### src/hw/rtl/hrsp_pkg.sv
`default_nettype none

package hrsp_pkg;

    // Characters the matchers look for
    localparam logic [7:0] CHAR_CR    = 8'h0D;
    localparam logic [7:0] CHAR_LF    = 8'h0A;
    localparam logic [7:0] CHAR_SPACE = 8'h20;
    localparam logic [7:0] CHAR_ZERO  = 8'h30;
    localparam logic [7:0] CHAR_NINE  = 8'h39;
    localparam logic [7:0] CHAR_UPPER_C = 8'h43;

    // "Content-Length:" is fifteen characters long
    localparam logic [3:0] TAG_LEN = 4'd15;

    localparam logic [9:0]  STATUS_OK_CODE = 10'd200;
    localparam logic [9:0]  STATUS_MAX     = 10'd999;
    localparam logic [31:0] COUNT_MAX      = 32'hFFFF_FFFF;

    // One result item as it leaves the parser core
    typedef struct packed {
        logic        body_valid;
        logic [7:0]  body_byte;
        logic        header_done;
        logic        content_done;
        logic [31:0] content_length;
        logic [9:0]  status_code;
        logic        status_ok;
    } result_t;

    // Character of the length tag at a given position
    function automatic logic [7:0] tag_char(input logic [3:0] idx);
        logic [7:0] c;
        unique case (idx)
            4'd0:    c = 8'h43; // C
            4'd1:    c = 8'h6F; // o
            4'd2:    c = 8'h6E; // n
            4'd3:    c = 8'h74; // t
            4'd4:    c = 8'h65; // e
            4'd5:    c = 8'h6E; // n
            4'd6:    c = 8'h74; // t
            4'd7:    c = 8'h2D; // -
            4'd8:    c = 8'h4C; // L
            4'd9:    c = 8'h65; // e
            4'd10:   c = 8'h6E; // n
            4'd11:   c = 8'h67; // g
            4'd12:   c = 8'h74; // t
            4'd13:   c = 8'h68; // h
            4'd14:   c = 8'h3A; // :
            default: c = 8'h00;
        endcase
        return c;
    endfunction

endpackage

`default_nettype wire

### src/hw/rtl/http_response_stream_parser.sv
// Throughput: one item per cycle while the skid register is empty; the parse state
// updates in the accept cycle, and the result is registered in the result or skid register.
// A two-entry output stage (result register plus skid register) keeps input
// accepted for one more item while a result waits on m_tready.
// Reset: aresetn is synchronous, active low; it clears all parse state and empties the output.
`default_nettype none

module http_response_stream_parser #(
    parameter int MAX_DIGITS = 32
) (
    input  wire logic        aclk,
    input  wire logic        aresetn,
    input  wire logic        s_tvalid,
    output      logic        s_tready,
    input  wire logic [7:0]  s_tdata,   // [7:0] data_byte
    input  wire logic [0:0]  s_tuser,   // [0] restart
    output      logic        m_tvalid,
    input  wire logic        m_tready,
    output      logic [55:0] m_tdata,   // [7:0] body_byte, [8] header_done,
                                        // [9] content_done, [41:10] content_length,
                                        // [51:42] status_code, [52] status_ok, [55:53] zero
    output      logic [0:0]  m_tuser    // [0] body_valid
);

    hrsp_pkg::result_t core_result;
    hrsp_pkg::result_t out_reg;
    hrsp_pkg::result_t skid_reg;
    logic              out_valid_reg;
    logic              skid_valid_reg;
    logic              in_accept;
    logic              out_free;
    logic              load_out;
    logic              load_skid;

    assign s_tready  = !skid_valid_reg;
    assign in_accept = s_tvalid && s_tready;
    assign out_free  = !out_valid_reg || m_tready;
    assign load_out  = out_free && (skid_valid_reg || in_accept);
    assign load_skid = !out_free && in_accept;

    hrsp_core #(
        .MAX_DIGITS (MAX_DIGITS)
    ) u_core (
        .aclk       (aclk),
        .aresetn    (aresetn),
        .in_accept  (in_accept),
        .in_byte    (s_tdata),
        .in_restart (s_tuser[0]),
        .result     (core_result)
    );

    // Track which output entries hold an item
    always_ff @(posedge aclk) begin
        if (!aresetn) begin
            out_valid_reg  <= 1'b0;
            skid_valid_reg <= 1'b0;
        end else begin
            if (out_free) begin
                out_valid_reg  <= skid_valid_reg || in_accept;
                skid_valid_reg <= 1'b0;
            end else if (in_accept) begin
                skid_valid_reg <= 1'b1;
            end
        end
    end

    // Move result payloads
    always_ff @(posedge aclk) begin
        if (load_out) begin
            out_reg <= skid_valid_reg ? skid_reg : core_result;
        end
        if (load_skid) begin
            skid_reg <= core_result;
        end
    end

    assign m_tvalid = out_valid_reg;
    assign m_tuser  = out_reg.body_valid;
    assign m_tdata  = {3'd0, out_reg.status_ok, out_reg.status_code, out_reg.content_length,
                       out_reg.content_done, out_reg.header_done, out_reg.body_byte};

    // Skid entry only fills behind a waiting result
    a_skid_behind_out: assert property (@(posedge aclk) disable iff (!aresetn)
        skid_valid_reg |-> out_valid_reg)
        else $error("skid holds an item while the output register is empty");

    // Body bytes only appear once the header is done
    a_body_after_header: assert property (@(posedge aclk) disable iff (!aresetn)
        (m_tvalid && m_tuser[0]) |-> m_tdata[8])
        else $error("body byte flagged before header end");

    // Content cannot finish before the header
    a_content_after_header: assert property (@(posedge aclk) disable iff (!aresetn)
        (m_tvalid && m_tdata[9]) |-> m_tdata[8])
        else $error("content done without header done");

    // Status ok agrees with the reported code
    a_status_ok_code: assert property (@(posedge aclk) disable iff (!aresetn)
        (m_tvalid && m_tdata[52]) |-> (m_tdata[51:42] == hrsp_pkg::STATUS_OK_CODE))
        else $error("status ok set with a code other than 200");

endmodule

`default_nettype wire

### src/hw/rtl/hrsp_core.sv
`default_nettype none

module hrsp_core #(
    parameter int MAX_DIGITS = 32
) (
    input  wire logic            aclk,
    input  wire logic            aresetn,
    input  wire logic            in_accept,
    input  wire logic [7:0]      in_byte,
    input  wire logic            in_restart,
    output hrsp_pkg::result_t    result
);

    localparam int DigitW = $clog2(MAX_DIGITS + 1);
    localparam logic [DigitW-1:0] DigitLimit = DigitW'(MAX_DIGITS);

    // Content-Length value phases
    localparam logic [1:0] LEN_TAG    = 2'd0;
    localparam logic [1:0] LEN_VALUE  = 2'd1;
    localparam logic [1:0] LEN_CLOSED = 2'd2;

    // Status code phases
    localparam logic [1:0] ST_WAIT_SPACE = 2'd0;
    localparam logic [1:0] ST_DIGITS     = 2'd1;
    localparam logic [1:0] ST_CLOSED     = 2'd2;

    logic [1:0]        term_match_reg,   term_match_next;
    logic              header_seen_reg,  header_seen_next;
    logic              content_seen_reg, content_seen_next;
    logic [3:0]        tag_match_reg,    tag_match_next;
    logic [1:0]        len_phase_reg,    len_phase_next;
    logic              prev_cr_reg,      prev_cr_next;
    logic [DigitW-1:0] digit_count_reg,  digit_count_next;
    logic [31:0]       len_value_reg,    len_value_next;
    logic [1:0]        st_phase_reg,     st_phase_next;
    logic [9:0]        st_value_reg,     st_value_next;
    logic [31:0]       body_count_reg,   body_count_next;

    logic        is_digit;
    logic [3:0]  digit_val;
    logic [35:0] len_prod;
    logic [13:0] st_prod;
    logic [3:0]  tag_step;
    logic        body;

    assign is_digit  = (in_byte >= hrsp_pkg::CHAR_ZERO) && (in_byte <= hrsp_pkg::CHAR_NINE);
    assign digit_val = in_byte[3:0];

    // Times ten as two shifts and an add
    assign len_prod = ({4'd0, len_value_reg} << 3) + ({4'd0, len_value_reg} << 1)
                    + {32'd0, digit_val};
    assign st_prod  = ({4'd0, st_value_reg} << 3) + ({4'd0, st_value_reg} << 1)
                    + {10'd0, digit_val};

    // Update parse state for one item
    always_comb begin
        term_match_next   = term_match_reg;
        header_seen_next  = header_seen_reg;
        content_seen_next = content_seen_reg;
        tag_match_next    = tag_match_reg;
        len_phase_next    = len_phase_reg;
        prev_cr_next      = prev_cr_reg;
        digit_count_next  = digit_count_reg;
        len_value_next    = len_value_reg;
        st_phase_next     = st_phase_reg;
        st_value_next     = st_value_reg;
        body_count_next   = body_count_reg;
        tag_step          = 4'd0;
        body              = 1'b0;

        if (in_restart) begin
            term_match_next   = 2'd0;
            header_seen_next  = 1'b0;
            content_seen_next = 1'b0;
            tag_match_next    = 4'd0;
            len_phase_next    = LEN_TAG;
            prev_cr_next      = 1'b0;
            digit_count_next  = '0;
            len_value_next    = 32'd0;
            st_phase_next     = ST_WAIT_SPACE;
            st_value_next     = 10'd0;
            body_count_next   = 32'd0;
        end else if (!header_seen_reg) begin
            // Content-Length tag and value
            if (len_phase_reg == LEN_VALUE) begin
                if (in_byte == hrsp_pkg::CHAR_LF && prev_cr_reg) begin
                    len_phase_next = LEN_CLOSED;
                end else if (is_digit && digit_count_reg < DigitLimit) begin
                    len_value_next   = (len_prod[35:32] != 4'd0) ? hrsp_pkg::COUNT_MAX
                                                                 : len_prod[31:0];
                    digit_count_next = digit_count_reg + DigitW'(1);
                end
                prev_cr_next = (in_byte == hrsp_pkg::CHAR_CR);
            end else if (len_phase_reg == LEN_TAG) begin
                if (in_byte == hrsp_pkg::tag_char(tag_match_reg)) begin
                    tag_step = tag_match_reg + 4'd1;
                end else begin
                    tag_step = (in_byte == hrsp_pkg::CHAR_UPPER_C) ? 4'd1 : 4'd0;
                end
                if (tag_step == hrsp_pkg::TAG_LEN) begin
                    len_phase_next = LEN_VALUE;
                    tag_match_next = 4'd0;
                    prev_cr_next   = 1'b0;
                end else begin
                    tag_match_next = tag_step;
                end
            end

            // Status code after the first space
            if (st_phase_reg == ST_WAIT_SPACE) begin
                if (in_byte == hrsp_pkg::CHAR_SPACE) st_phase_next = ST_DIGITS;
            end else if (st_phase_reg == ST_DIGITS) begin
                if (is_digit) begin
                    st_value_next = (st_prod > {4'd0, hrsp_pkg::STATUS_MAX})
                                  ? hrsp_pkg::STATUS_MAX : st_prod[9:0];
                end else begin
                    st_phase_next = ST_CLOSED;
                end
            end

            // Header terminator CR LF CR LF
            if (!term_match_reg[0] && in_byte == hrsp_pkg::CHAR_CR) begin
                term_match_next = term_match_reg + 2'd1;
            end else if (term_match_reg[0] && in_byte == hrsp_pkg::CHAR_LF) begin
                if (term_match_reg == 2'd3) begin
                    header_seen_next = 1'b1;
                    term_match_next  = 2'd0;
                    if (body_count_reg >= len_value_next) content_seen_next = 1'b1;
                end else begin
                    term_match_next = term_match_reg + 2'd1;
                end
            end else begin
                term_match_next = (in_byte == hrsp_pkg::CHAR_CR) ? 2'd1 : 2'd0;
            end
        end else begin
            // Count body bytes, saturating
            body = 1'b1;
            if (body_count_reg != hrsp_pkg::COUNT_MAX) begin
                body_count_next = body_count_reg + 32'd1;
            end
            if (body_count_next >= len_value_reg) content_seen_next = 1'b1;
        end
    end

    // Build the result from the updated state
    always_comb begin
        result.body_valid     = body;
        result.body_byte      = body ? in_byte : 8'd0;
        result.header_done    = header_seen_next;
        result.content_done   = content_seen_next;
        result.content_length = header_seen_next ? len_value_next : 32'd0;
        result.status_code    = header_seen_next ? st_value_next : 10'd0;
        result.status_ok      = header_seen_next && (st_value_next == hrsp_pkg::STATUS_OK_CODE);
    end

    // Advance state on each accepted item
    always_ff @(posedge aclk) begin
        if (!aresetn) begin
            term_match_reg   <= 2'd0;
            header_seen_reg  <= 1'b0;
            content_seen_reg <= 1'b0;
            tag_match_reg    <= 4'd0;
            len_phase_reg    <= LEN_TAG;
            prev_cr_reg      <= 1'b0;
            digit_count_reg  <= '0;
            len_value_reg    <= 32'd0;
            st_phase_reg     <= ST_WAIT_SPACE;
            st_value_reg     <= 10'd0;
            body_count_reg   <= 32'd0;
        end else if (in_accept) begin
            term_match_reg   <= term_match_next;
            header_seen_reg  <= header_seen_next;
            content_seen_reg <= content_seen_next;
            tag_match_reg    <= tag_match_next;
            len_phase_reg    <= len_phase_next;
            prev_cr_reg      <= prev_cr_next;
            digit_count_reg  <= digit_count_next;
            len_value_reg    <= len_value_next;
            st_phase_reg     <= st_phase_next;
            st_value_reg     <= st_value_next;
            body_count_reg   <= body_count_next;
        end
    end

endmodule

`default_nettype wire
### config.mk
export PLATFORM = sky130hd
export DESIGN_NAME = http_response_stream_parser
export DESIGN_NICKNAME = d
export VERILOG_FILES = /design/src/hw/rtl/hrsp_pkg.sv /design/src/hw/rtl/http_response_stream_parser.sv /design/src/hw/rtl/hrsp_core.sv
export SDC_FILE = /design/constraint.sdc
export NUM_CORES = 1
export LEC_CHECK = 0
export ABC_AREA = 1
export BUFFER_PORTS_ARGS = -buffer_cell sky130_fd_sc_hd__clkbuf_2
export CORE_AREA = 2 2 183 185
export DETAILED_ROUTE_END_ITERATION = 12
export DIE_AREA = 0 0 185 187
export PLACE_DENSITY = 0.69
export SKIP_CTS_REPAIR_TIMING = 1
export SYNTH_ARGS = -nofsm -noshare
export SYNTH_HDL_FRONTEND = slang
export SYNTH_SLANG_ARGS = --single-unit
### constraint.sdc
create_clock -name aclk -period 8.1 [get_ports aclk]
set_input_delay 0.405 -clock aclk [delete_from_list [all_inputs] [get_ports aclk]]
set_output_delay 0.405 -clock aclk [all_outputs]
set_load 0.005 [all_outputs]
==> results of run 1 <==
[metal layers]
layer | part of all wire, % | vias up | global-route usage, %
met5 | 0 | - | 0
met4 | 3.7 | 0 | 9.52
met3 | 6.0 | 109 | 2.55
met2 | 45 | 525 | 45.3
met1 | 45 | 6962 | 37.1
li1 | - | 7619 | -
[cells by family (layout without fill, tap and decap cells)]
family,count (synthesis),in the layout
other,1,3
XOR/XNOR,53,53
AND/OR/NAND/NOR,1280,1280
flip-flops,210,210
adder cells (fa/ha/maj),159,159
AO/OA/AOI/OAI,258,258
multiplexers,2,2
buffers and inverters,326,378
[synth_stat cells, drive strengths merged, types with 4 or more instances]
cell and number:
nor4 16, dfxtp 102, a21oi 162, fa 4, nand3b 4, o21bai 7
o21ai 66, xor2 28, edfxtp 108, nand4 80, buf 27, ha 155
inv 250, nor3 28, nand2 809, nor2 179, or2 6, nand3 152
a211oi 4, xnor2 25, clkbuf 47, o22ai 6
[report_power, final]
group / switching (W) / internal, W / leakage, nW
combinational: 0.000132 / 0.0000473 / 6.18
clock: 0.000468 / 0.000667 / 0.393
sequential: 0.0000115 / 0.00114 / 1.86
total: 0.000612 / 0.00186 / 8.43
[cell usage in the layout, fill, tap and decap left out, types with 5 or more instances in the layout]
cell type  instances
nand4_1           65
nand2_2           16
buf_4             13
nor2_1           165
inv_2             12
inv_1            239
clkbuf_2          68
o22ai_1            6
or2_2              6
clkbuf_16         25
ha_1             155
nand3_1          133
nor4_1            14
nor2_2             5
xnor2_1           25
nor3_1            27
nand4_2           12
nand2_1          793
a21oi_1          160
nor2_4             6
dfxtp_1          101
edfxtp_1         108
o21ai_1            9
o21bai_1           7
xor2_1            28
nand3_2           19
o21ai_0           56
[through the flow]
step / hold slack (ps) / total power (W) / utilization, % / worst slack [ps] / cells
after floorplan: 436 / 0.00129 / - / 4110 / 2291
after global placement: 448 / 0.00135 / 51.2 / 3000 / 2746
after detailed placement: 453 / 0.00135 / 51.2 / 2950 / 2746
after CTS: 196 / 0.00248 / 53.7 / 3270 / 2791
after global routing: 244 / 0.00254 / 53.7 / 2730 / 2791
final: 209 / 0.00247 / 53.7 / 3200 / 2791
[area by class of cell]
cell class	count	area [um2]	share of cell area, %
clock buffers	29	641	3.63
clock inverters	16	178	1.01
inverters	252	946	5.36
multi-input cells	1755	9600	54.4
flip-flops and latches	210	5290	29.9
well taps	448	561	3.18
repair buffers	81	438	2.48
[worst min-delay path, delay by kind of cell]
family	cells	cell delay (ps)
buf+inv	1	100
compound gates	1	60
simple gates	2	120
[final timing paths]
check	from	end	cells after the start
worst max-delay path	u_core.len_value_reg[0]	m_tdata[9]	27
worst min-delay path	s_tdata[7]	u_core.st_phase_reg[0]	4
worst min register to register	u_core.digit_count_reg[4]	u_core.digit_count_reg[5]	2
worst max register to register	u_core.len_value_reg[0]	m_tdata[9]	27
==> impl_metrics.yaml, run 1 <==
die:
  fp-row-count: 67
  initial_utilization_pct: 49.1
  die_h_um: 187
  ios: 72
  die_area_mm2: 0.0346
  core-area_mm2: 0.0329
  die_w_um: 185
pwr:
  irDropWorstVdd_v: 0.000145
  p_leak_nw: 8.43
  power_density_mw_per_mm2: 140
setup_path:
  slowest_stage: "fa_1"
  cp_data_required_time_ps: 8470
  r2r_slack_ps: 3200
  cp-end-kind: "flip-flop"
  startpoint_type: "flip-flop"
  cp_num_buf_inv: 2
  critPathMaxStageDelay_ps: 550
  cp_top_family: "simple AND/OR/NAND/NOR gates"
  criticalPathCategory: "flip-flop to flip-flop"
  arrival_ps: 5270
  critPathMostFrequentCell: "nand2_1"
  cp_max_fo: 26
route:
  detail_route.wl_per_cell_um: 17.0
  routed_wl_um: 47500
  drtIter0Drc: 1162
  via_per_inst: 5.45
  postRouteAntennaNets: 0
  drt_first_pass_iters: 5
  vias: 15200
  drc_errors: 0
cells_and_area:
  nNetsFinal: 2497
  largest_reg_flops: 54
  fillers: 3261
  drive_gt1_share_pct: 9.01
  num_antenna_cells: 0
  finalInstanceArea_mm2: 0.0177
  syn_to_final_growth_pct: 9.31
synthesis:
  syn_area_mm2: 0.0161
  synth_seq_area_share_pct: 32.7
  ys.warnings.count: 0
  synth-xor-area-share_pct: 2.87
  synth-compound-area-share_pct: 8.54
  synth_top_area_share_pct: 20.1
  synthMuxAreaShare_pct: 0.132
  async_flop_share_pct: 0
  synth_fa_ha_area_share_pct: 12.5
  ys_seq_elements: 210
  synth-edff-count: 108
  synth_top_family_by_area: "simple AND/OR/NAND/NOR gates"
  syn_area_per_cell_um2: 7.05
  synth_cell_types: 56
  synth_area_leaders: "edfxtp_1 20%, nand2_1 18%, dfxtp_1 13%"
  synth-simple-area-share_pct: 35.1
  synth_top_area_cell: "edfxtp_1"
  synth_ff_type: "edfxtp_1"
  synthCells: 2289
timing:
  max_freq_ghz: 0.204
  fin_skew_ps: 14.8
  min_period_over_period_pct: 60.5
  worst_pin_slew_ps: 1120
  drv_slew: 0
  finalHoldViolations: 0
  setup_viol: 0
  rsz0062_at_grt: "false"
  fin_setup_tns_ps: 0
  min_period_ps: 4900
  maxSlewHeadroom_pct: 25.1
grt:
  antenna_found_initial: 0
  gr-usage-all-layers_pct: 27.3
  grt_pass1_vias: 14100
  grt_max_degree: 65
  grt_pass1_wl_um: 75200
  gr-total-overflow: 0
clock_network:
  cts_buffers: 25
  clk_pin_slew_ps: 60
  cts_max_path_buffers: 3
  h-tree-depth: 1
  cts_tree: "yes"
  cts-root-buf: "clkbuf_16"
  clk_latency_ps: 530
  cts.sinks: 210
hold_path:
  min_path_type: "primary input to flip-flop"
flow_run:
  drv_cap: 0
placed_design:
  gp_congestion: 0.937
  port_buffers: 68
  placed_cell_area_mm2: 0.0168
  post-dp-hpwl_um: 35900
status:
  status: "finished, final reports clean"
No activity file was read; power rests on OpenSTA's default activity.
==> run 2: changes to the inputs <==
- clock period: 8.1 -> 4.67 ns (I/O delays scaled with it)
==> run 2 against run 1 <==
Compared with the run above:
- sequential power grew 74%
- global-route usage grew 0.69 points
- clock power grew 73%
- critical path type unchanged
- critical endpoint unchanged
==> impl_metrics.yaml, run 2 (synthesis results as in run 1) <==
setup_path:
  cp_max_fo: 10
  critPathMostFrequentCell: "nand2_1"
  cp_data_required_time_ps: 5060
  r2r_slack_ps: 250
  arrival_ps: 4810
  r2r_end: "m_tdata[9]"
  startpoint_type: "flip-flop"
  cp-end-kind: "flip-flop"
  criticalPathCategory: "flip-flop to flip-flop"
  crit_path_end: "m_tdata[9]"
  critPathMaxStageDelay_ps: 570
  worstSetupStartpoint: "u_core.len_value_reg[0]"
  worstRegToRegCells: 30
  slowest_stage: "fa_1"
  r2r-start: "u_core.len_value_reg[0]"
route:
  drc_errors: 0
  detail_route.wl_per_cell_um: 17.3
  route.met3.wl_um: 3070
  wl_met1_um: 21500
  drt_first_pass_iters: 7
  top_layer_used: "met4"
  via_per_inst: 5.48
  drtIter0Drc: 1237
  routed_wl_um: 48700
  dr_wl_met2_um: 22000
  vias: 15400
  postRouteAntennaNets: 0
cells_and_area:
  num_antenna_cells: 0
  drive_gt1_share_pct: 10.5
  largest_reg_flops: 54
  nNetsFinal: 2520
  final_common_cell: "nand2_1"
  syn_to_final_growth_pct: 11.1
  utilization_pct: 54.6
  fin_cells: 2814
  final_cell_mix: "789 x nand2_1, 238 x inv_1, 164 x nor2_1"
  fillers: 3210
clock_network:
  cts_buffers: 24
  cts_tree: "yes"
  clk_latency_ps: 550
  cts.sinks: 210
  cts_max_path_buffers: 3
  h-tree-depth: 1
  clk_pin_slew_ps: 60
  cts-root-buf: "clkbuf_16"
placed_design:
  gp_congestion: 0.949
  post-dp-hpwl_um: 37300
  place_inst: 2760
  port_buffers: 68
die:
  fp-row-count: 67
  ios: 72
  die_h_um: 187
  die_w_um: 185
  initial_utilization_pct: 49.1
  core-area_mm2: 0.0329
  die_area_mm2: 0.0346
timing:
  fin_skew_ps: 23.3
  min_period_ps: 4420
  worst_pin_slew_ps: 1190
  drv_slew: 0
  maxSlewHeadroom_pct: 20.4
  max_freq_ghz: 0.226
  setup_viol: 0
  min_period_over_period_pct: 94.6
  fin_setup_tns_ps: 0
  finalHoldViolations: 0
  hold_slack_ps: 19.8
pwr:
  intPower_w: 0.00321
  p_seq_share_pct: 46.8
  p_leak_nw: 8.56
  netSwitchingPower_w: 0.00107
  total_power_w: 0.00427
  irDropWorstVdd_v: 0.000253
  power.share.clock_pct: 45.6
  combPwrFrac_pct: 7.5
  power_density_mw_per_mm2: 238
  swShare_pct: 25.0
hold_path:
  min_path_type: "primary input to flip-flop"
  hp-start: "s_tdata[7]"
status:
  status: "finished, final reports clean"
flow_run:
  drv_cap: 0
grt:
  gr-usage-all-layers_pct: 28.0
  gr-total-overflow: 0
  antenna_found_initial: 0
  grt_max_degree: 65
  grt_pass1_vias: 14400
  grt_pass1_wl_um: 76600
-- run 2: changes by cell type in the layout (fill, tap and decap cells not counted), moves of 2 or more --
cell | before | now
buf_4 | 13 | 33
nand2_1 | 793 | 789
buf_12 | 0 | 3
nand2_2 | 16 | 19
ha_1 | 155 | 153
ha_4 | 0 | 2
nor2_4 | 6 | 8
-- run 2: worst min-delay path by stage --
| stage | depth (start not counted) | endpoint |
|---|---|---|
| finish | 4 | u_core.st_phase_reg[0] |
| global route | 4 | u_core.st_phase_reg[0] |
| floorplan | 3 | u_core.st_phase_reg[0] |
| CTS | 4 | u_core.st_phase_reg[0] |
| global placement | 2 | u_core.digit_count_reg[5] |
| detailed placement | 2 | u_core.digit_count_reg[5] |
-- run 2: layout make-up --
| cell class | instances | area, um2 | share of cell area (%) |
|---|---|---|---|
| Clock buffer | 29 | 629 | 3.51 |
| Clock inverter | 15 | 179 | 0.997 |
| Inverter | 252 | 946 | 5.27 |
| Multi-Input combinational cell | 1756 | 9690 | 54.0 |
| Sequential cell | 210 | 5290 | 29.5 |
| Tap cell | 448 | 561 | 3.12 |
| Timing Repair Buffer | 104 | 648 | 3.61 |
-- run 2: metrics by stage --
stage               instance area, um2  setup slack [ps]
floorplan                        16200               759
global placement                 17000               152
detailed placement               17000              61.4
CTS                              17800              21.1
global route                     17900             -33.2
finish                           17900               252
-- run 2: critical path, delay by kind of cell (launching register included) --
family	cells	cell delay, ps
flops	1	370
simple gates	22	2060
compound gates	1	110
buf+inv	4	440
fa+ha+maj	3	1240
-- run 2: metal layers --
layer,vias to the layer above,track usage [%]
li1,7661,-
met1,7073,37.7
met2,570,45.8
met3,118,3.33
met4,0,10.9
met5,-,0
-- run 2: power groups by stage --
stage	clock [W]	sequential, W	combinational, W
global placement	0	0.00204	0.000314
floorplan	0	0.00205	0.000190
global route	0.00204	0.00201	0.000357
CTS	0.00198	0.00200	0.000318
detailed placement	0	0.00204	0.000316
finish	0.00195	0.00200	0.000323
